`src/sv/cfcd_pkg.sv`:
```
`default_nettype none

package cfcd_pkg;

  typedef enum logic [1:0] {
    MODE_SECOND = 2'd0,
    MODE_SCAN   = 2'd1,
    MODE_SET    = 2'd2
  } mode_t;

  localparam int unsigned FACE_W     = 60;
  localparam int unsigned LINES      = 8;
  localparam int unsigned HOUR_PAIRS = 6;

  localparam logic [5:0] SEC_LAST  = 6'd59;
  localparam logic [5:0] MIN_LAST  = 6'd59;
  localparam logic [3:0] HOUR_LAST = 4'd11;

  // Face position of the ring LED between anode line (row) and cathode line (column).
  localparam logic [5:0] RING_POS [0:LINES-1][0:LINES-1] = '{
    '{6'd0,  6'd1,  6'd2,  6'd3,  6'd4,  6'd6,  6'd7,  6'd0},
    '{6'd8,  6'd0,  6'd9,  6'd11, 6'd12, 6'd13, 6'd14, 6'd0},
    '{6'd16, 6'd17, 6'd0,  6'd18, 6'd19, 6'd21, 6'd22, 6'd0},
    '{6'd23, 6'd24, 6'd26, 6'd0,  6'd27, 6'd28, 6'd29, 6'd0},
    '{6'd31, 6'd32, 6'd33, 6'd34, 6'd0,  6'd36, 6'd37, 6'd0},
    '{6'd38, 6'd39, 6'd41, 6'd42, 6'd43, 6'd0,  6'd44, 6'd0},
    '{6'd46, 6'd47, 6'd48, 6'd49, 6'd51, 6'd52, 6'd0,  6'd0},
    '{6'd53, 6'd54, 6'd56, 6'd57, 6'd58, 6'd59, 6'd0,  6'd0}
  };

  // Bit c set where an LED sits between the anode row and cathode line c.
  localparam logic [LINES-1:0] RING_HAS [0:LINES-1] = '{
    8'b0111_1110, 8'b0111_1101, 8'b0111_1011, 8'b0111_0111,
    8'b0110_1111, 8'b0101_1111, 8'b0011_1111, 8'b0011_1111
  };

endpackage

`default_nettype wire

```
`src/sv/clock_face_charlieplex_driver_unit.sv`:
```
// Channel | Handshake           | Beat contents
// --------+---------------------+---------------------------------------------
// in      | in_valid / in_stall | mode, set_hours, set_minutes, set_seconds
// out     | out_valid/out_stall | line drive, hour lines, hour LEDs, time
//
// One beat in, one out in the next cycle; a beat enters any unstalled cycle.
// The time, face map and drive registers double as the result register, so
// in_stall is high only while a result waits under out_stall (or in reset).
// Reset clears the time, face map, scan counters and all drives.
`default_nettype none

module clock_face_charlieplex_driver_unit
  import cfcd_pkg::*;
(
  input  wire logic       clk,
  input  wire logic       rst,
  input  wire logic       in_valid,
  output logic            in_stall,
  input  wire logic [1:0] mode,
  input  wire logic [3:0] set_hours,
  input  wire logic [5:0] set_minutes,
  input  wire logic [5:0] set_seconds,
  output logic            out_valid,
  input  wire logic       out_stall,
  output logic [7:0]      line_drive_enable,
  output logic [7:0]      line_drive_level,
  output logic            hour_line_a,
  output logic            hour_line_b,
  output logic [5:0]      hour_led_lit,
  output logic [3:0]      cur_hours,
  output logic [5:0]      cur_minutes,
  output logic [5:0]      cur_seconds
);

  logic [FACE_W-1:0] face_map;
  logic [1:0]        hour_phase;
  logic [2:0]        scan_line;

  logic [FACE_W-1:0] face_map_next;
  logic [1:0]        hour_phase_next;
  logic [2:0]        scan_line_next;
  logic [7:0]        line_drive_enable_next;
  logic [7:0]        line_drive_level_next;
  logic              hour_line_a_next;
  logic              hour_line_b_next;
  logic [5:0]        hour_led_lit_next;
  logic [3:0]        cur_hours_next;
  logic [5:0]        cur_minutes_next;
  logic [5:0]        cur_seconds_next;

  logic [3:0]        tick_hours;
  logic [5:0]        tick_minutes;
  logic [5:0]        tick_seconds;
  logic [5:0]        tick_hour_pos;
  logic [HOUR_PAIRS-1:0] marks_even;
  logic [HOUR_PAIRS-1:0] marks_odd;
  logic [7:0]        cathodes;
  logic              accept;

  assign in_stall = rst | (out_valid & out_stall);
  assign accept   = in_valid & ~in_stall;

  // Time after a second tick, with rollover.
  always_comb begin
    tick_hours   = cur_hours;
    tick_minutes = cur_minutes;
    tick_seconds = cur_seconds + 6'd1;
    if (cur_seconds >= SEC_LAST) begin
      tick_seconds = '0;
      tick_minutes = cur_minutes + 6'd1;
      if (cur_minutes >= MIN_LAST) begin
        tick_minutes = '0;
        tick_hours   = (cur_hours >= HOUR_LAST) ? 4'd0 : cur_hours + 4'd1;
      end
    end
  end

  assign tick_hour_pos = {tick_hours, 2'b00} + {2'b00, tick_hours};

  // Hour marks sit every five positions; even and odd pairs share the six lines.
  always_comb begin
    for (int k = 0; k < HOUR_PAIRS; k++) begin
      marks_even[k] = face_map[10 * k];
      marks_odd[k]  = face_map[10 * k + 5];
    end
  end

  assign scan_line_next = scan_line + 3'd1;

  always_comb begin
    for (int c = 0; c < LINES; c++) begin
      cathodes[c] = RING_HAS[scan_line_next][c] &
                    face_map[RING_POS[scan_line_next][c]];
    end
  end

  always_comb begin
    face_map_next          = face_map;
    hour_phase_next        = hour_phase;
    line_drive_enable_next = line_drive_enable;
    line_drive_level_next  = line_drive_level;
    hour_line_a_next       = hour_line_a;
    hour_line_b_next       = hour_line_b;
    hour_led_lit_next      = hour_led_lit;
    cur_hours_next         = cur_hours;
    cur_minutes_next       = cur_minutes;
    cur_seconds_next       = cur_seconds;
    unique case (mode)
      MODE_SECOND: begin
        cur_hours_next   = tick_hours;
        cur_minutes_next = tick_minutes;
        cur_seconds_next = tick_seconds;
        face_map_next    = (FACE_W'(1) << tick_hour_pos) |
                           (FACE_W'(1) << tick_minutes) |
                           (FACE_W'(1) << tick_seconds);
      end
      MODE_SCAN: begin
        hour_phase_next   = hour_phase + 2'd1;
        hour_led_lit_next = '0;
        unique case (hour_phase_next)
          2'd1: begin
            hour_line_b_next  = 1'b0;
            hour_line_a_next  = 1'b1;
            hour_led_lit_next = marks_even;
          end
          2'd2: hour_line_a_next = 1'b0;
          2'd3: begin
            hour_line_a_next  = 1'b0;
            hour_line_b_next  = 1'b1;
            hour_led_lit_next = marks_odd;
          end
          default: hour_line_b_next = 1'b0;
        endcase
        line_drive_level_next  = 8'd1 << scan_line_next;
        line_drive_enable_next = (8'd1 << scan_line_next) | cathodes;
      end
      MODE_SET: begin
        cur_hours_next   = (set_hours > HOUR_LAST) ? HOUR_LAST : set_hours;
        cur_minutes_next = (set_minutes > MIN_LAST) ? MIN_LAST : set_minutes;
        cur_seconds_next = (set_seconds > SEC_LAST) ? SEC_LAST : set_seconds;
      end
      default: ;
    endcase
  end

  always_ff @(posedge clk) begin
    if (rst) begin
      out_valid         <= 1'b0;
      face_map          <= '0;
      hour_phase        <= '0;
      scan_line         <= '0;
      line_drive_enable <= '0;
      line_drive_level  <= '0;
      hour_line_a       <= 1'b0;
      hour_line_b       <= 1'b0;
      hour_led_lit      <= '0;
      cur_hours         <= '0;
      cur_minutes       <= '0;
      cur_seconds       <= '0;
    end else begin
      if (out_valid && !out_stall) begin
        out_valid <= 1'b0;
      end
      if (accept) begin
        out_valid         <= 1'b1;
        face_map          <= face_map_next;
        hour_phase        <= hour_phase_next;
        line_drive_enable <= line_drive_enable_next;
        line_drive_level  <= line_drive_level_next;
        hour_line_a       <= hour_line_a_next;
        hour_line_b       <= hour_line_b_next;
        hour_led_lit      <= hour_led_lit_next;
        cur_hours         <= cur_hours_next;
        cur_minutes       <= cur_minutes_next;
        cur_seconds       <= cur_seconds_next;
        if (mode == MODE_SCAN) begin
          scan_line <= scan_line_next;
        end
      end
    end
  end

endmodule

`default_nettype wire

```
`config.mk`:
```
export PLATFORM = sky130hd
export DESIGN_NAME = clock_face_charlieplex_driver_unit
export DESIGN_NICKNAME = d
export VERILOG_FILES = /design/src/sv/cfcd_pkg.sv /design/src/sv/clock_face_charlieplex_driver_unit.sv
export SDC_FILE = /design/constraint.sdc
export NUM_CORES = 1
export LEC_CHECK = 0
export ABC_AREA = 1
export BUFFER_PORTS_ARGS = -buffer_cell sky130_fd_sc_hd__clkbuf_2
export CAP_MARGIN = 20
export CORE_MARGIN = 2
export CORE_UTILIZATION = 58
export DETAILED_ROUTE_END_ITERATION = 16
export PLACE_DENSITY = 0.77
export RECOVER_POWER = 25
export SETUP_SLACK_MARGIN = 0.2
export SYNTH_ARGS = -nofsm -noshare
export SYNTH_HDL_FRONTEND = slang
export SYNTH_SLANG_ARGS = --single-unit
```
`constraint.sdc`:
```
create_clock -name clk -period 8 [get_ports clk]
set_clock_uncertainty 0.1 [all_clocks]
set_input_delay 1.2 -clock clk [delete_from_list [all_inputs] [get_ports clk]]
set_output_delay 1.2 -clock clk [all_outputs]
set_load 0.005 [all_outputs]
```
Word-level counts from Yosys, hierarchy flattened

Memories as Yosys holds them, arrays and structs flattened.
Cells that the tools add are included.
Widths: inputs -> output; s select.

Register bits after elaboration: 106
ROM bits: 448
Input port bits: 22
Word-level logic and storage cells: 110
Memories: 2

$add $sub $neg: 6
Order comparisons: 15
Eq/ne operators: 5
Shifts and indexed selects: 4
Mux-type cells: 37
Bitwise gates (word level): 17
Reduce and logical (&&, ||, !) cells: 12

Memory list:

| memory           | depth | width | read ports | clocked after Yosys merged registers in | write ports | RTL line                                 | RTL |
|---|---|---|---|---|---|---|---|
| (name not given) | 8     | 48    | 1          | 0                                       | 0           | clock_face_charlieplex_driver_unit.sv:93 | `face_map[RING_POS[scan_line_next][c]];` |
| (name not given) | 8     | 8     | 1          | 0                                       | 0           | clock_face_charlieplex_driver_unit.sv:92 | `cathodes[c] = RING_HAS[scan_line_next][c] &` |

Operators with widths:

| cell                 | number |
|---|---|
| $shl 1x6->60 const A | 3 |
| $or 60x60->60        | 2 |
| $mux 48              | 2 |
| $lt 6x7->1 const B   | 8 |
| $bmux 1 s6           | 8 |
| $pmux 6 s2           | 3 |
| $mux 6               | 5 |
| $mux 4               | 4 |
| $mux 8               | 2 |
| $add 6x1->6 const B  | 2 |
| $ge 6x6->1 const B   | 2 |
| $gt 6x6->1 const B   | 2 |
| $and 1x1->1          | 10 |
| $mux 1               | 10 |
| $ge 4x4->1 const B   | 2 |
| $or 8x8->8           | 1 |
| $pmux 4 s2           | 1 |
| $shl 1x3->8 const A  | 1 |
| $add 6x4->6          | 1 |
| $eq 2x2->1 const B   | 3 |
| $reduce_and 2->1     | 3 |
| $reduce_and 3->1     | 2 |
| $reduce_bool 2->1    | 3 |
| $add 4x1->4 const B  | 1 |
| 12 further kinds     | 15 |

Longest topological paths before layout

Word-level depth: 9
Depth in mapped cells: 18
Mapped depth without buffers: 18

Least setup slack after synthesis

OpenSTA, ideal clock, no wires.

Path kind: reg2reg
From: reg cur_seconds[0]
To: reg face_map[58]
Arrival time: 2.657 ns
Required time: 7.830 ns
Slack: 5.173 ns
Cell stages (with the launch flop): 17
Buffers on the path: 1
Cell sequence: dfxtp_1 > ha_1 > nor2_1 > nor2_4 > inv_2 > nor2_8 > nand3_2 > nand2_2 > nand2_2 > inv_1 > nor2_1 > ha_1 > clkbuf_1 > clkinv_1 > nor3_1 > nand2_1 > a21oi_1

Longest elaborated chain between the ends: 6
Elaborated cells on any way between the ends: 11
Those cells by class: add/sub: 2; order compare: 1; shift: 3; mux: 3; bitwise: 2

Ends and longest elaborated chain:

| what                     | RTL line                                  | RTL |
|---|---|---|
| start: declaration       | clock_face_charlieplex_driver_unit.sv:32  | `output logic [5:0] cur_seconds` |
| start signal: assignment | clock_face_charlieplex_driver_unit.sv:175 | `cur_seconds <= cur_seconds_next;` |
| $ge 6x6->1               | clock_face_charlieplex_driver_unit.sv:68  | `if (cur_seconds >= SEC_LAST) begin` |
| $mux 4                   | clock_face_charlieplex_driver_unit.sv:68  |  |
| $add 6x4->6              | clock_face_charlieplex_driver_unit.sv:78  | `assign tick_hour_pos = {tick_hours, 2'b00} + {2'b00, tick_hours};` |
| $shl 1x6->60             | clock_face_charlieplex_driver_unit.sv:113 | `face_map_next = (FACE_W'(1) << tick_hour_pos) \|` |
| $or 60x60->60            | clock_face_charlieplex_driver_unit.sv:113 |  |
| $or 60x60->60 *          | clock_face_charlieplex_driver_unit.sv:114 | `(FACE_W'(1) << tick_minutes) \|` |
| end signal: assignment   | clock_face_charlieplex_driver_unit.sv:166 | `face_map <= face_map_next;` |
| end: declaration         | clock_face_charlieplex_driver_unit.sv:35  | `logic [FACE_W-1:0] face_map;` |

Mark *: on every way between the ends. The rest lies on a longest branch, timed or not.
A chain may end at the register's enable or synchronous reset.

Worst setup path after layout

From: reg scan_line[0]
To: reg line_drive_enable[5]

Longest elaborated chain between the ends: 9
Elaborated cells on any way between the ends: 13
Those cells by class: add/sub: 1; shift: 1; mux: 6; bitwise: 3; memory: 2

Ends and longest elaborated chain:

| what                            | RTL line                                                                           | RTL |
|---|---|---|
| start: declaration              | clock_face_charlieplex_driver_unit.sv:37                                           | `logic [2:0] scan_line;` |
| start signal: assignment        | clock_face_charlieplex_driver_unit.sv:177                                          | `scan_line <= scan_line_next;` |
| $add 3x1->3 *                   | clock_face_charlieplex_driver_unit.sv:88                                           | `assign scan_line_next = scan_line + 3'd1;` |
| via scan_line_next[0]           | clock_face_charlieplex_driver_unit.sv:41                                           | `logic [2:0] scan_line_next;` |
| $not 3->4 (not written as such) | clock_face_charlieplex_driver_unit.sv:92, clock_face_charlieplex_driver_unit.sv:93 |  |
| $mem_v2 8x48                    | n/a                                                                                |  |
| $mux 48 (2 in series)           | n/a                                                                                |  |
| $bmux 1 s6                      | clock_face_charlieplex_driver_unit.sv:93                                           |  |
| $mux 1 (not written as such)    | clock_face_charlieplex_driver_unit.sv:93                                           |  |
| $and 1x1->1                     | clock_face_charlieplex_driver_unit.sv:92                                           |  |
| $or 8x8->8 *                    | clock_face_charlieplex_driver_unit.sv:135                                          | `line_drive_enable_next = (8'd1 << scan_line_next) \| cathodes;` |
| end signal: assignment          | clock_face_charlieplex_driver_unit.sv:168                                          | `line_drive_enable <= line_drive_enable_next;` |
| end: declaration                | clock_face_charlieplex_driver_unit.sv:25                                           | `output logic [7:0] line_drive_enable,` |

The timed path passes the listed nets; every way through them passes the cells marked *. The select of a mux whose other input is x is not followed.

==> impl_metrics.json <==
{
  "status": "finished clean",
  "grt_pass1_wl_um": 56600,
  "grt_pass1_vias": 9841,
  "drv_cap": 0,
  "fp.dieH_um": 130,
  "drt-total-wl_um": 37300,
  "m1WireLength_um": 14500,
  "vias": 11731,
  "grt_max_degree": 83,
  "holdPathEnd": "cur_minutes[5]",
  "synth_nets": 1631,
  "wl_met3_um": 5550,
  "fin_crit_sh": 0.574,
  "port_buffers": 63,
  "yosys.cell_types.count": 46,
  "min_delay_path_depth": 2,
  "dieArea_um2": 16900,
  "cts_tree": "yes",
  "synth_ff_type": "dfxtp_1",
  "root_buffer": "clkbuf_16",
  "hp-class": "reg -> reg",
  "synth-seq-cells": 105,
  "route.detailed.drc": 0,
  "power_leakage_nw": 3.74,
  "crit_path_end_kind": "flip-flop",
  "hold_viol_final": 0,
  "pre_cts_ws_ps": 3470,
  "path_clk_slew_ps": 90,
  "numCtsBuffers": 9,
  "synth_edf_count": 0,
  "post-dp-hpwl_um": 26000,
  "cts_resized": 0,
  "antenna_found_initial": 1,
  "clk_path_buf_depth": 2,
  "clock-sinks": 105,
  "finalSetupTns_ps": 0,
  "syn2layout_area_growth_pct": 6.24,
  "cp_max_fo": 15,
  "netlist_instances": 1586,
  "wl_met2_um": 15100,
  "grt.total_usage": 0.436,
  "min_from": "cur_minutes[5]",
  "rows": 46,
  "layout_setup_ws_ps": 3410,
  "dr.pass1.iters": 7,
  "diodes": 0,
  "final_cell_mix": "nand2_1 (315), nand3_1 (259), a21oi_1 (175)",
  "post_cts_buffers": 0,
  "reg2reg_depth": 13,
  "ant_nets": 0,
  "drv_slew": 0,
  "grt_overflow": 0,
  "drive_gt1_frac": 0.0708,
  "ys_warn_count": 0,
  "synthTopCellsByArea": "dfxtp_1 (23%), nand3_1 (14%), nand2_1 (13%)",
  "startpoint_type": "flip-flop",
  "ctsHtreeMaxLevel": 3,
  "ir_drop_mv": 0.118,
  "top_layer": "met4",
  "io-pin-count": 64,
  "drt_iter0_markers": 2144,
  "core_um2": 15700,
  "synthArstFlopShare": 0,
  "rr_startpoint": "scan_line[0]",
  "syn-cell-area_um2": 9210,
  "min_period_ps": 4590,
  "cts_hold_buf": 0,
  "setup_violations": 0,
  "r2r_end": "line_drive_enable[5]",
  "nets": 1622,
  "die_width_um": 130,
  "avgSynthCellArea_um2": 5.81,
  "p_per_area_nw_per_um2": 130,
  "crit_type": "reg -> reg",
  "utilization": 0.623,
  "avgViaCountPerCell": 6.52,
  "r2r_slack_ps": 3410,
  "worst_slew_pin_slew_ps": 1170,
  "synth_top_cell_area_share": 0.228,
  "worst-endpoint-required_ps": 8210,
  "max_freq_mhz": 218,
  "clock_latency_ps": 380,
  "routedWlPerCell_um": 20.8,
  "synth_top_area_cell": "dfxtp_1",
  "slew_headroom": 0.220,
  "gp_congestion": 1.04,
  "arrival_ps": 4800,
  "ys_seq_area_frac": 0.228,
  "start_util": 0.586,
  "grt_setup_unrepaired": "false",
  "final_common_cell": "nand2_1"
}
==> power by group <==
group	switching, W	internal [W]	total (W)	leakage, nW
registers	0.0000314	0.000539	0.000570	0.852
clock network	0.000248	0.000220	0.000469	0.141
logic	0.000166	0.0000701	0.000236	2.74
total	0.000446	0.000829	0.00128	3.74
==> sequential cells by signal, indices dropped and copies added, names as in the netlist, 2 cells and up <==
register	cells
face_map	60
line_drive_level	7
hour_phase	2
cur_seconds	6
cur_hours	4
hour_led_lit	6
cur_minutes	6
line_drive_enable	8
scan_line	3
==> worst max-delay path, cell delays in order, from the launching register on <==
cell      delay [ps]
dfxtp_1          700
clkinv_1         510
ha_1             460
inv_1            150
nor2_1           160
nor2_1           760
inv_1            550
o211ai_1         240
o21ai_0          130
o21ai_0          380
nand2_1          120
nand2_1           80
nor2_1            40
a21oi_1          120
==> final cells by class <==
cell class                      instances  area [µm²]
Multi-Input combinational cell       1231        6100
Clock inverter                          7        70.1
Tap cell                              216         270
Sequential cell                       105        2100
Timing Repair Buffer                   78         447
Clock buffer                            9         225
Inverter                              152         572
Fill cell                            1613        5930
==> cell usage after synthesis, drive strengths merged, types with 9 or more instances <==
cell,count
ha,23
clkbuf,53
nand2,326
o211ai,54
dfxtp,105
a31oi,14
inv,143
a21oi,177
nor2,163
nand3,260
clkinv,9
o21ai,173
buf,45
nor3,9
==> worst max path at each step <==
stage	slack (ps)	from	end
floorplan	5170	cur_seconds[0]	face_map[58]
global placement	3570	rst	face_map[28]
detailed placement	3470	rst	face_map[48]
CTS	3720	scan_line[0]	line_drive_enable[5]
global route	3310	scan_line[0]	line_drive_enable[4]
finish	3410	scan_line[0]	line_drive_enable[5]
==> logic make-up (layout without fill, tap and decap cells) <==
| kind of cell | after synthesis | count (layout) | share of synthesized area |
|---|---|---|---|
| buffers and inverters | 250 | 246 | 0.111 |
| AO/OA/AOI/OAI | 438 | 438 | 0.267 |
| AND/OR/NAND/NOR | 769 | 769 | 0.362 |
| flip-flops | 105 | 105 | 0.228 |
| multiplexers | 1 | 1 | 0.00109 |
| adder cells (fa/ha/maj) | 23 | 23 | 0.0312 |
==> per-layer routing <==
metal	vias up	track usage
li1	5374	-
met1	5234	0.598
met2	961	0.636
met3	162	0.125
met4	0	0.198
met5	-	0
==> stage by stage <==
stage | total power [W] | cells | hold slack [ps] | area (µm²)
finish | 0.00128 | 1798 | 397 | 9780
global route | 0.00131 | 1798 | 420 | 9780
CTS | 0.00126 | 1796 | 402 | 9760
detailed placement | 0.000806 | 1780 | 383 | 9470
global placement | 0.000804 | 1780 | 371 | 9470
floorplan | 0.000732 | 1586 | 370 | 9210
(Power assumes the default switching activity.)
